### config.mk
export PLATFORM = sky130hd
export DESIGN_NAME = grid_cell_range_diff
export DESIGN_NICKNAME = d
export VERILOG_FILES = /design/src/rtl/gcrd_pkg.sv /design/src/rtl/gcrd_ctrl.sv /design/src/rtl/gcrd_datapath.sv /design/src/rtl/grid_cell_range_diff.sv
export VERILOG_INCLUDE_DIRS = /design/src /design/src/rtl
export SDC_FILE = /design/constraint.sdc
export NUM_CORES = 1
export LEC_CHECK = 0
export BUFFER_PORTS_ARGS = -buffer_cell sky130_fd_sc_hd__buf_2
export CORE_ASPECT_RATIO = 1.2
export CORE_MARGIN = 4
export CORE_UTILIZATION = 57
export DETAILED_ROUTE_END_ITERATION = 10
export GPL_TIMING_DRIVEN = 0
export PLACE_DENSITY_LB_ADDON = 0.15
export SLEW_MARGIN = 20
export SYNTH_ARGS = -nofsm -noshare
export SYNTH_HDL_FRONTEND = slang
export SYNTH_SLANG_ARGS = --single-unit
### constraint.sdc
create_clock -name clk_i -period 7.1 [get_ports clk_i]
set_input_delay 0 -clock clk_i [delete_from_list [all_inputs] [get_ports clk_i]]
set_output_delay 0 -clock clk_i [all_outputs]
set_load 0.005 [all_outputs]
### src/rtl/grid_cell_range_diff_macros.svh
// Assertion macros for the grid cell range diff block.
// Included by the RTL files that carry concurrent checks; no other dependencies.
`ifndef GRID_CELL_RANGE_DIFF_MACROS_SVH
`define GRID_CELL_RANGE_DIFF_MACROS_SVH

// Same-cycle implication, disabled while reset is active.
`define GCRD_ASSERT_IMPL(lbl, clk, rst_n, ante, cons) \
  lbl: assert property (@(posedge clk) disable iff (!rst_n) (ante) |-> (cons)) \
    else $error("gcrd assertion failed");

// Next-cycle implication, disabled while reset is active.
`define GCRD_ASSERT_NEXT(lbl, clk, rst_n, ante, cons) \
  lbl: assert property (@(posedge clk) disable iff (!rst_n) (ante) |=> (cons)) \
    else $error("gcrd assertion failed");

`endif

### src/rtl/gcrd_pkg.sv
// Shared types, codes and helpers for the grid cell range diff block.
// No dependencies; used by every module of the block.
package gcrd_pkg;

  localparam int GRID_MAX = 8;

  // Input modes
  localparam logic [1:0] MODE_ADD    = 2'd0;
  localparam logic [1:0] MODE_MOVE   = 2'd1;
  localparam logic [1:0] MODE_REMOVE = 2'd2;

  // Cell operations
  localparam logic [1:0] OP_NONE   = 2'd0;
  localparam logic [1:0] OP_ADD    = 2'd1;
  localparam logic [1:0] OP_REMOVE = 2'd2;

  // Configuration register indexes
  localparam logic [1:0] REG_CELL_SIZE = 2'd0;
  localparam logic [1:0] REG_GRID_COLS = 2'd1;
  localparam logic [1:0] REG_GRID_ROWS = 2'd2;

  localparam logic [12:0] CELL_SIZE_RST = 13'd16;
  localparam logic [3:0]  GRID_COLS_RST = 4'd8;
  localparam logic [3:0]  GRID_ROWS_RST = 4'd8;

  typedef struct packed {
    logic [1:0]         mode;
    logic signed [15:0] pos_x;
    logic signed [15:0] pos_y;
    logic [15:0]        size_w;
    logic [15:0]        size_h;
    logic [2:0]         old_row_first;
    logic [2:0]         old_row_last;
    logic [2:0]         old_col_first;
    logic [2:0]         old_col_last;
  } in_word_t;

  typedef struct packed {
    logic [2:0] cell_row;
    logic [2:0] cell_col;
    logic [1:0] cell_op;
    logic [2:0] new_row_first;
    logic [2:0] new_row_last;
    logic [2:0] new_col_first;
    logic [2:0] new_col_last;
    logic       last;
  } out_word_t;

  typedef struct packed {
    logic [12:0] cell_size;
    logic [3:0]  grid_cols;
    logic [3:0]  grid_rows;
  } cfg_t;

  // Controller to datapath
  typedef struct packed {
    logic       load;
    logic       div_en;
    logic [1:0] div_sel;   // 0 top, 1 bottom, 2 left, 3 right
    logic [1:0] div_step;  // 0 load and range check, 1..3 quotient bits 2..0
    logic       setup;
    logic       scan;
    logic       finish;
  } ctrl_cmd_t;

  // Datapath to controller
  typedef struct packed {
    logic setup_empty;
    logic scan_last;
  } dp_stat_t;

  // Highest valid cell index for a grid dimension, clamped into 0..GRID_MAX-1.
  function automatic logic [2:0] grid_last(input logic [3:0] g);
    logic [2:0] res;
    if (g == 4'd0) begin
      res = 3'd0;
    end else if (g > 4'(GRID_MAX)) begin
      res = 3'(GRID_MAX - 1);
    end else begin
      res = 3'(g - 4'd1);
    end
    return res;
  endfunction

endpackage

### src/rtl/gcrd_ctrl.sv
// Sequencer for the grid cell range diff block: divide, set up, scan, finish.
// Depends on gcrd_pkg for the command and status structs.
module gcrd_ctrl (
  input  logic                  clk_i,
  input  logic                  rst_ni,
  input  logic                  start_i,
  input  gcrd_pkg::dp_stat_t    stat_i,
  output gcrd_pkg::ctrl_cmd_t   cmd_o,
  output logic                  busy_o
);

  localparam logic [2:0] ST_IDLE   = 3'd0;
  localparam logic [2:0] ST_DIV    = 3'd1;
  localparam logic [2:0] ST_SETUP  = 3'd2;
  localparam logic [2:0] ST_SCAN   = 3'd3;
  localparam logic [2:0] ST_FINISH = 3'd4;

  logic [2:0] state_q, state_d;
  logic [3:0] cnt_q, cnt_d;  // {coordinate select, division step}

  always_comb begin
    state_d = state_q;
    cnt_d   = cnt_q;
    cmd_o   = '0;
    case (state_q)
      ST_IDLE: begin
        if (start_i) begin
          cmd_o.load = 1'b1;
          cnt_d      = 4'd0;
          state_d    = ST_DIV;
        end
      end
      ST_DIV: begin
        cmd_o.div_en   = 1'b1;
        cmd_o.div_sel  = cnt_q[3:2];
        cmd_o.div_step = cnt_q[1:0];
        cnt_d          = cnt_q + 4'd1;
        if (cnt_q == 4'hF) begin
          state_d = ST_SETUP;
        end
      end
      ST_SETUP: begin
        cmd_o.setup = 1'b1;
        state_d     = stat_i.setup_empty ? ST_FINISH : ST_SCAN;
      end
      ST_SCAN: begin
        cmd_o.scan = 1'b1;
        if (stat_i.scan_last) begin
          state_d = ST_FINISH;
        end
      end
      ST_FINISH: begin
        cmd_o.finish = 1'b1;
        state_d      = ST_IDLE;
      end
      default: begin
        state_d = ST_IDLE;
      end
    endcase
  end

  always_ff @(posedge clk_i or negedge rst_ni) begin
    if (!rst_ni) begin
      state_q <= ST_IDLE;
      cnt_q   <= 4'd0;
    end else begin
      state_q <= state_d;
      cnt_q   <= cnt_d;
    end
  end

  assign busy_o = (state_q != ST_IDLE);

endmodule

### src/rtl/gcrd_datapath.sv
// Datapath of the grid cell range diff block: shared quotient unit, scan
// counters, one-deep result lookahead and the output register. Uses gcrd_pkg.
module gcrd_datapath (
  input  logic                  clk_i,
  input  logic                  rst_ni,
  input  gcrd_pkg::cfg_t        cfg_i,
  input  gcrd_pkg::in_word_t    in_i,
  input  gcrd_pkg::ctrl_cmd_t   cmd_i,
  output gcrd_pkg::dp_stat_t    stat_o,
  output logic                  res_strobe_o,
  output gcrd_pkg::out_word_t   res_o
);

  gcrd_pkg::in_word_t in_q;

  // Bounds: 0 row first, 1 row last, 2 col first, 3 col last
  logic [2:0] nb_q [4];

  // Quotient unit
  logic [16:0] rem_q, rem_d;
  logic [2:0]  quo_q, quo_d;
  logic        neg_q, neg_d;
  logic        sat_q, sat_d;
  logic [12:0] divisor;
  logic [15:0] w_eff, h_eff;
  logic [17:0] coord;
  logic [1:0]  shamt;
  logic [16:0] dshift;
  logic [16:0] rem_src;
  logic        ge;
  logic [1:0]  bit_idx;
  logic [2:0]  lim;
  logic [2:0]  bound;

  // Scan
  logic [2:0] r_q, c_q, sr1_q, sc0_q, sc1_q;
  logic       use_new_q, use_old_q;
  logic [2:0] rr0, rr1, rc0, rc1;
  logic       set_new, set_old, set_empty;
  logic       same;
  logic       isn, iso;
  logic [1:0] op;
  logic       hit;

  // Lookahead and output register
  logic       pend_valid_q;
  logic [2:0] pend_row_q, pend_col_q;
  logic [1:0] pend_op_q;
  logic       strobe_d;
  gcrd_pkg::out_word_t res_d;

  assign divisor = (cfg_i.cell_size == 13'd0) ? 13'd1 : cfg_i.cell_size;
  assign w_eff   = (in_q.size_w == 16'd0) ? 16'd1 : in_q.size_w;
  assign h_eff   = (in_q.size_h == 16'd0) ? 16'd1 : in_q.size_h;

  always_comb begin
    case (cmd_i.div_sel)
      2'd0:    coord = {{2{in_q.pos_y[15]}}, in_q.pos_y};
      2'd1:    coord = {{2{in_q.pos_y[15]}}, in_q.pos_y} + {2'b00, h_eff} - 18'd1;
      2'd2:    coord = {{2{in_q.pos_x[15]}}, in_q.pos_x};
      default: coord = {{2{in_q.pos_x[15]}}, in_q.pos_x} + {2'b00, w_eff} - 18'd1;
    endcase
  end

  // Step 0 checks against eight cells (anything at or past that clamps);
  // steps 1..3 restore one quotient bit each.
  assign shamt   = (cmd_i.div_step == 2'd0) ? 2'd3 : 2'(2'd3 - cmd_i.div_step);
  assign dshift  = {4'd0, divisor} << shamt;
  assign rem_src = (cmd_i.div_step == 2'd0) ? coord[16:0] : rem_q;
  assign ge      = (rem_src >= dshift);
  assign bit_idx = 2'(2'd3 - cmd_i.div_step);
  assign lim     = cmd_i.div_sel[1] ? gcrd_pkg::grid_last(cfg_i.grid_cols)
                                    : gcrd_pkg::grid_last(cfg_i.grid_rows);

  always_comb begin
    rem_d = rem_q;
    quo_d = quo_q;
    neg_d = neg_q;
    sat_d = sat_q;
    if (cmd_i.div_step == 2'd0) begin
      rem_d = coord[16:0];
      quo_d = 3'd0;
      neg_d = coord[17];
      sat_d = ge;
    end else if (ge) begin
      rem_d          = rem_q - dshift;
      quo_d[bit_idx] = 1'b1;
    end
  end

  always_comb begin
    if (neg_q) begin
      bound = 3'd0;
    end else if (sat_q || (quo_d > lim)) begin
      bound = lim;
    end else begin
      bound = quo_d;
    end
  end

  // Scan rectangle per mode
  assign same = (in_q.old_row_first == nb_q[0]) && (in_q.old_row_last == nb_q[1]) &&
                (in_q.old_col_first == nb_q[2]) && (in_q.old_col_last == nb_q[3]);

  always_comb begin
    rr0       = nb_q[0];
    rr1       = nb_q[1];
    rc0       = nb_q[2];
    rc1       = nb_q[3];
    set_new   = 1'b0;
    set_old   = 1'b0;
    set_empty = 1'b1;
    case (in_q.mode)
      gcrd_pkg::MODE_ADD: begin
        set_new   = 1'b1;
        set_empty = 1'b0;
      end
      gcrd_pkg::MODE_MOVE: begin
        rr0       = (in_q.old_row_first < nb_q[0]) ? in_q.old_row_first : nb_q[0];
        rr1       = (in_q.old_row_last  > nb_q[1]) ? in_q.old_row_last  : nb_q[1];
        rc0       = (in_q.old_col_first < nb_q[2]) ? in_q.old_col_first : nb_q[2];
        rc1       = (in_q.old_col_last  > nb_q[3]) ? in_q.old_col_last  : nb_q[3];
        set_new   = 1'b1;
        set_old   = 1'b1;
        set_empty = same;
      end
      gcrd_pkg::MODE_REMOVE: begin
        rr0       = in_q.old_row_first;
        rr1       = in_q.old_row_last;
        rc0       = in_q.old_col_first;
        rc1       = in_q.old_col_last;
        set_old   = 1'b1;
        set_empty = (rr0 > rr1) || (rc0 > rc1);
      end
      default: begin
        set_empty = 1'b1;
      end
    endcase
  end

  assign isn = use_new_q && (r_q >= nb_q[0]) && (r_q <= nb_q[1]) &&
               (c_q >= nb_q[2]) && (c_q <= nb_q[3]);
  assign iso = use_old_q && (r_q >= in_q.old_row_first) && (r_q <= in_q.old_row_last) &&
               (c_q >= in_q.old_col_first) && (c_q <= in_q.old_col_last);

  always_comb begin
    if (isn && !iso) begin
      op = gcrd_pkg::OP_ADD;
    end else if (iso && !isn) begin
      op = gcrd_pkg::OP_REMOVE;
    end else begin
      op = gcrd_pkg::OP_NONE;
    end
  end

  assign hit = (op != gcrd_pkg::OP_NONE);

  assign stat_o.setup_empty = set_empty;
  assign stat_o.scan_last   = (r_q == sr1_q) && (c_q == sc1_q);

  // Release the held result when a newer one arrives; the final one goes out
  // with last set in the finish cycle, or a none result if nothing was held.
  always_comb begin
    strobe_d            = 1'b0;
    res_d.cell_row      = pend_row_q;
    res_d.cell_col      = pend_col_q;
    res_d.cell_op       = pend_op_q;
    res_d.new_row_first = nb_q[0];
    res_d.new_row_last  = nb_q[1];
    res_d.new_col_first = nb_q[2];
    res_d.new_col_last  = nb_q[3];
    res_d.last          = 1'b0;
    if (cmd_i.scan && hit && pend_valid_q) begin
      strobe_d = 1'b1;
    end else if (cmd_i.finish) begin
      strobe_d   = 1'b1;
      res_d.last = 1'b1;
      if (!pend_valid_q) begin
        res_d.cell_row = 3'd0;
        res_d.cell_col = 3'd0;
        res_d.cell_op  = gcrd_pkg::OP_NONE;
      end
    end
  end

  // Payload registers
  always_ff @(posedge clk_i) begin
    if (cmd_i.load) begin
      in_q <= in_i;
    end
    if (cmd_i.div_en) begin
      rem_q <= rem_d;
      quo_q <= quo_d;
      neg_q <= neg_d;
      sat_q <= sat_d;
      if (cmd_i.div_step == 2'd3) begin
        nb_q[cmd_i.div_sel] <= bound;
      end
    end
    if (cmd_i.setup) begin
      r_q       <= rr0;
      c_q       <= rc0;
      sr1_q     <= rr1;
      sc0_q     <= rc0;
      sc1_q     <= rc1;
      use_new_q <= set_new;
      use_old_q <= set_old;
    end else if (cmd_i.scan) begin
      if (c_q == sc1_q) begin
        c_q <= sc0_q;
        r_q <= r_q + 3'd1;
      end else begin
        c_q <= c_q + 3'd1;
      end
    end
    if (cmd_i.scan && hit) begin
      pend_row_q <= r_q;
      pend_col_q <= c_q;
      pend_op_q  <= op;
    end
    if (strobe_d) begin
      res_o <= res_d;
    end
  end

  // Control registers
  always_ff @(posedge clk_i or negedge rst_ni) begin
    if (!rst_ni) begin
      pend_valid_q <= 1'b0;
      res_strobe_o <= 1'b0;
    end else begin
      res_strobe_o <= strobe_d;
      if (cmd_i.load) begin
        pend_valid_q <= 1'b0;
      end else if (cmd_i.scan && hit) begin
        pend_valid_q <= 1'b1;
      end
    end
  end

endmodule

### src/rtl/grid_cell_range_diff.sv
// Top level of the grid cell range diff block: configuration registers,
// sequencer and datapath. Depends on gcrd_pkg, gcrd_ctrl, gcrd_datapath.
//
//   channel  direction  handshake                 word
//   -------  ---------  ------------------------  -------------------------
//   input    in         start high, busy low      gcrd_pkg::in_word_t
//   result   out        res_strobe_o, one cycle   gcrd_pkg::out_word_t
//   config   in         cfg_valid_i & cfg_ready_o index 2b, data 13b
//
// A new item is taken only once the last one is through: its four cell
// bounds go through one shared quotient unit one after another, then one
// cell of the scanned rectangle (0..64 cells) is visited per cycle. Results
// appear in the cycle after the cell that releases them. The receiver cannot
// stall, so no result is ever held off. Reset returns to idle with cell size
// 16 and an 8 by 8 grid.
`include "grid_cell_range_diff_macros.svh"

module grid_cell_range_diff (
  input  logic                  clk_i,
  input  logic                  rst_ni,
  input  logic                  start,
  output logic                  busy,
  input  gcrd_pkg::in_word_t    in_i,
  output logic                  res_strobe_o,
  output gcrd_pkg::out_word_t   res_o,
  input  logic                  cfg_valid_i,
  output logic                  cfg_ready_o,
  input  logic [1:0]            cfg_index_i,
  input  logic [12:0]           cfg_data_i
);

  gcrd_pkg::cfg_t      cfg_q;
  gcrd_pkg::ctrl_cmd_t cmd;
  gcrd_pkg::dp_stat_t  stat;

  // Take configuration only while idle; unknown indexes are dropped.
  assign cfg_ready_o = !busy;

  always_ff @(posedge clk_i or negedge rst_ni) begin
    if (!rst_ni) begin
      cfg_q.cell_size <= gcrd_pkg::CELL_SIZE_RST;
      cfg_q.grid_cols <= gcrd_pkg::GRID_COLS_RST;
      cfg_q.grid_rows <= gcrd_pkg::GRID_ROWS_RST;
    end else if (cfg_valid_i && cfg_ready_o) begin
      case (cfg_index_i)
        gcrd_pkg::REG_CELL_SIZE: cfg_q.cell_size <= cfg_data_i;
        gcrd_pkg::REG_GRID_COLS: cfg_q.grid_cols <= cfg_data_i[3:0];
        gcrd_pkg::REG_GRID_ROWS: cfg_q.grid_rows <= cfg_data_i[3:0];
        default: begin
        end
      endcase
    end
  end

  gcrd_ctrl u_ctrl (
    .clk_i  (clk_i),
    .rst_ni (rst_ni),
    .start_i(start),
    .stat_i (stat),
    .cmd_o  (cmd),
    .busy_o (busy)
  );

  gcrd_datapath u_datapath (
    .clk_i       (clk_i),
    .rst_ni      (rst_ni),
    .cfg_i       (cfg_q),
    .in_i        (in_i),
    .cmd_i       (cmd),
    .stat_o      (stat),
    .res_strobe_o(res_strobe_o),
    .res_o       (res_o)
  );

  // An accepted item keeps the block busy on the next cycle.
  `GCRD_ASSERT_NEXT(a_accept_busy, clk_i, rst_ni, start && !busy, busy)
  // The final result leaves as the block returns to idle.
  `GCRD_ASSERT_IMPL(a_last_idle, clk_i, rst_ni, res_strobe_o && res_o.last, !busy)
  // Intermediate results only appear while an item is in work.
  `GCRD_ASSERT_IMPL(a_mid_busy, clk_i, rst_ni, res_strobe_o && !res_o.last, busy)

endmodule
==> flow_summary.ini <==
[power_and_ir_drop]
p_per_area_nw_per_um2 = 452
p_leak_nw = 6.71
ir_drop_mv = 0.278
finalPower_mw = 6.78

[worst_setup_path]
cpMaxStageDelayCell = nor3_1
r2r_slack_ns = 0.35
ff2ff_path_depth = 32
arrival_ns = 6.99
r2r-start = u_datapath.in_q[40]$_DFFE_PP_
cp-start-kind = flip-flop
crit_path_max_fanout = 5
required_ns = 7.34
cp-end-kind = flip-flop
path_class = flip-flop to flip-flop
max_stage_delay_ns = 0.44
r2r-end = u_datapath.nb_q[2][0]$_DFFE_PP_

[placed_design]
post-place-ws_ns = -0.255
gp_congestion = 0.954
dpl.hpwl_um = 22900
io_buffers = 120

[floorplanning]
dieHeight_um = 170
placeableCoreArea_um2 = 21200
start_util_pct = 58.7
pin_count = 121
rows = 58
chipWidth_um = 143
die_area_um2 = 24300

[yosys]
ys_warn_count = 0
yosysMostFrequentCell = inv_1
synth_top_area_cell = edfxtp_1
ys_types = 67
synth-seq-cells = 188
avgSynthCellArea_um2 = 10.2
seq_area_frac_synth_pct = 44.2
synth_cells = 1215
synth_edf_count = 158
syn_area_um2 = 12400
yosys.area.top_type_share_pct = 38.1
synth.area.top_cells = edfxtp_1 (38%), ha_1 (15%), inv_1 (5.5%), dfrtp_1 (5.4%), a21oi_1 (3.1%)
ys.flop_type = edfxtp_1
async_reset_ff_share_pct = 16.0
netlist_top_cells_count = inv_1 (183), edfxtp_1 (158), ha_1 (153), a21oi_1 (78), nand2_1 (77)
synth_fp_nets = 1470

[sta]
period_needed_ns = 6.75
relSlewSlack_pct = 36.4
worstMarginPinSlew_ns = 0.955
period_share_pct = 95.1
timing.fmax_mhz = 148
rsz0062_at_grt = false
timing.final.max_slew_violations = 0
final.setup.worst_slack_ns = 0.350
hold_violations = 0
finalSetupViolCount = 0
clock-skew-final_ns = 0.0103

[flow_run]
max-cap-violations = 0

[clocking]
ctsRootBufferMaster = clkbuf_16
cts.reportedPaths.clkPinSlew_ns = 0.08
clockBufferDepth = 2
h-tree-depth = 4
cts_inserted_buffers = 17
cts.sinks = 188
cts_tree = built
clk_latency_ns = 0.44

[cells_and_area]
postLayoutCoreUtil_pct = 70.8
drive_gt1_share_pct = 13.9
syn2layout_area_growth_pct = 20.6
n_antenna_cell = 0
fin_nets = 1706

[route]
dr.pass1.iters = 5
via_per_inst = 5.73
vias = 9935
ant_nets = 0
drtIter0Drc = 711
wl_per_cell_um = 18.3
wl_um = 31700
remaining_drc_errors = 0

[global_routing]
antenna_found_initial = 0
grt_pass1_vias = 10135
overflow = 0
grt_pass1_wl_um = 50500
grt.total_usage_pct = 26.5
grt_max_degree = 65

[min_path]
hold_end = cfg_q[1]$_DFFE_PN0P_
whs_path_depth = 3
worstHoldStart = cfg_valid_i
holdCritPathClass = input pin to flip-flop

[outcome]
status = finished clean
## layer usage
metal	GRT usage [%]	routed length, µm
met3	3.96	1480
met2	48.9	16900
met1	29.6	12000
met5	0	0
met4	12.6	1350
## state kept, by name (all words and copies together), names as in the netlist, 4 cells and up
| name | count |
|---|---|
| u_datapath.in_q | 78 |
| cfg_q | 21 |
| u_datapath.res_o | 21 |
| u_datapath.rem_q | 17 |
| u_datapath.nb_q | 12 |
| u_ctrl.cnt_q | 4 |
## through the flow
stage                     TNS (ns)  instances  area [µm²]  hold WS (ns)
after floorplan                  0       1215       12400        -0.296
after global placement      -0.869       1605       13400        0.0786
after detailed placement     -1.02       1607       13400        0.0908
after CTS                        0       1734       15000        0.0737
after global routing             0       1734       15000        0.0873
final                            0       1734       15000        0.0781
## what timing repair did
| action | in CTS | in global routing |
|---|---|---|
| hold buffers | 95 | 0 |
| cloned | 0 | 0 |
| endpoints found under the setup margin | 12 | 12 |
| endpoints found under the hold margin | 128 | 0 |
| gates resized for setup | 4 | 10 |
| pin swaps | 0 | 1 |
| setup buffers | 0 | 0 |
## cells by family after synthesis
group | share of synthesized area, %
xor+xnor | 2.96
simple gates | 10.7
fa+ha+maj | 16.5
flops | 44.2
buf+inv | 6.53
mux | 3.58
compound gates | 15.6
## critical path: cells and delay by family (launching register included)
kind | cells | cell delay, ns
and+or+nand+nor | 8 | 1.85
adders and majority gates | 5 | 1.23
AOI/OAI and AO/OA | 14 | 2.63
buffers and inverters | 4 | 0.23
DFF | 1 | 0.43
xor gates and xnor gates | 1 | 0.17
## layout make-up
type	instances	area [µm²]
plain buffers	26	116
clock buffers	18	429
clock inverters	14	129
fillers	1580	6190
inverters	185	698
multi-input cells	816	6200
flip-flops and latches	188	5500
well taps	270	338
repair buffers	217	1590
## power by group
part           switching [mW]  internal (mW)
Clock                   0.461          0.465
Sequential              0.212           1.62
Combinational            2.36           1.66
Total                    3.04           3.74
## worst max-delay path by stage
| stage | from | end | slack [ns] |
|---|---|---|---|
| after global routing | u_datapath.in_q[41]$_DFFE_PP_ | u_datapath.nb_q[1][0]$_DFFE_PP_ | 0.02 |
| after floorplan | u_datapath.in_q[37]$_DFFE_PP_ | u_datapath.nb_q[0][0]$_DFFE_PP_ | 1.40 |
| after CTS | u_datapath.in_q[13]$_DFFE_PP_ | u_datapath.nb_q[3][0]$_DFFE_PP_ | 0.13 |
| after detailed placement | u_datapath.in_q[13]$_DFFE_PP_ | u_datapath.nb_q[2][0]$_DFFE_PP_ | -0.26 |
| after global placement | u_datapath.in_q[13]$_DFFE_PP_ | u_datapath.nb_q[1][0]$_DFFE_PP_ | -0.22 |
| final | u_datapath.in_q[40]$_DFFE_PP_ | u_datapath.nb_q[2][0]$_DFFE_PP_ | 0.35 |
## layout by cell type (no fill, tap or decap), drive strengths merged, types with 6 or more instances in the layout
cell and count:
nor2 60, a21boi 7, xor2 18, dfrtp 27, dlygate4sd3 95, ha 153
a211oi 11, mux2i 13, nand2b 19, edfxtp 158, xnor2 24, o21ai 65
and3 7, a31oi 12, mux2 24, and2 7, clkinv 6, a21o 37
nor4 11, nand2 79, o221ai 12, a21oi 78, inv 192, clkbuf 40
nor3 22, o21a 22, o31ai 9, a22oi 7, nor2b 23, nand3 25
or3 8, o211ai 7, buf 126
(Power assumes the default switching activity.)
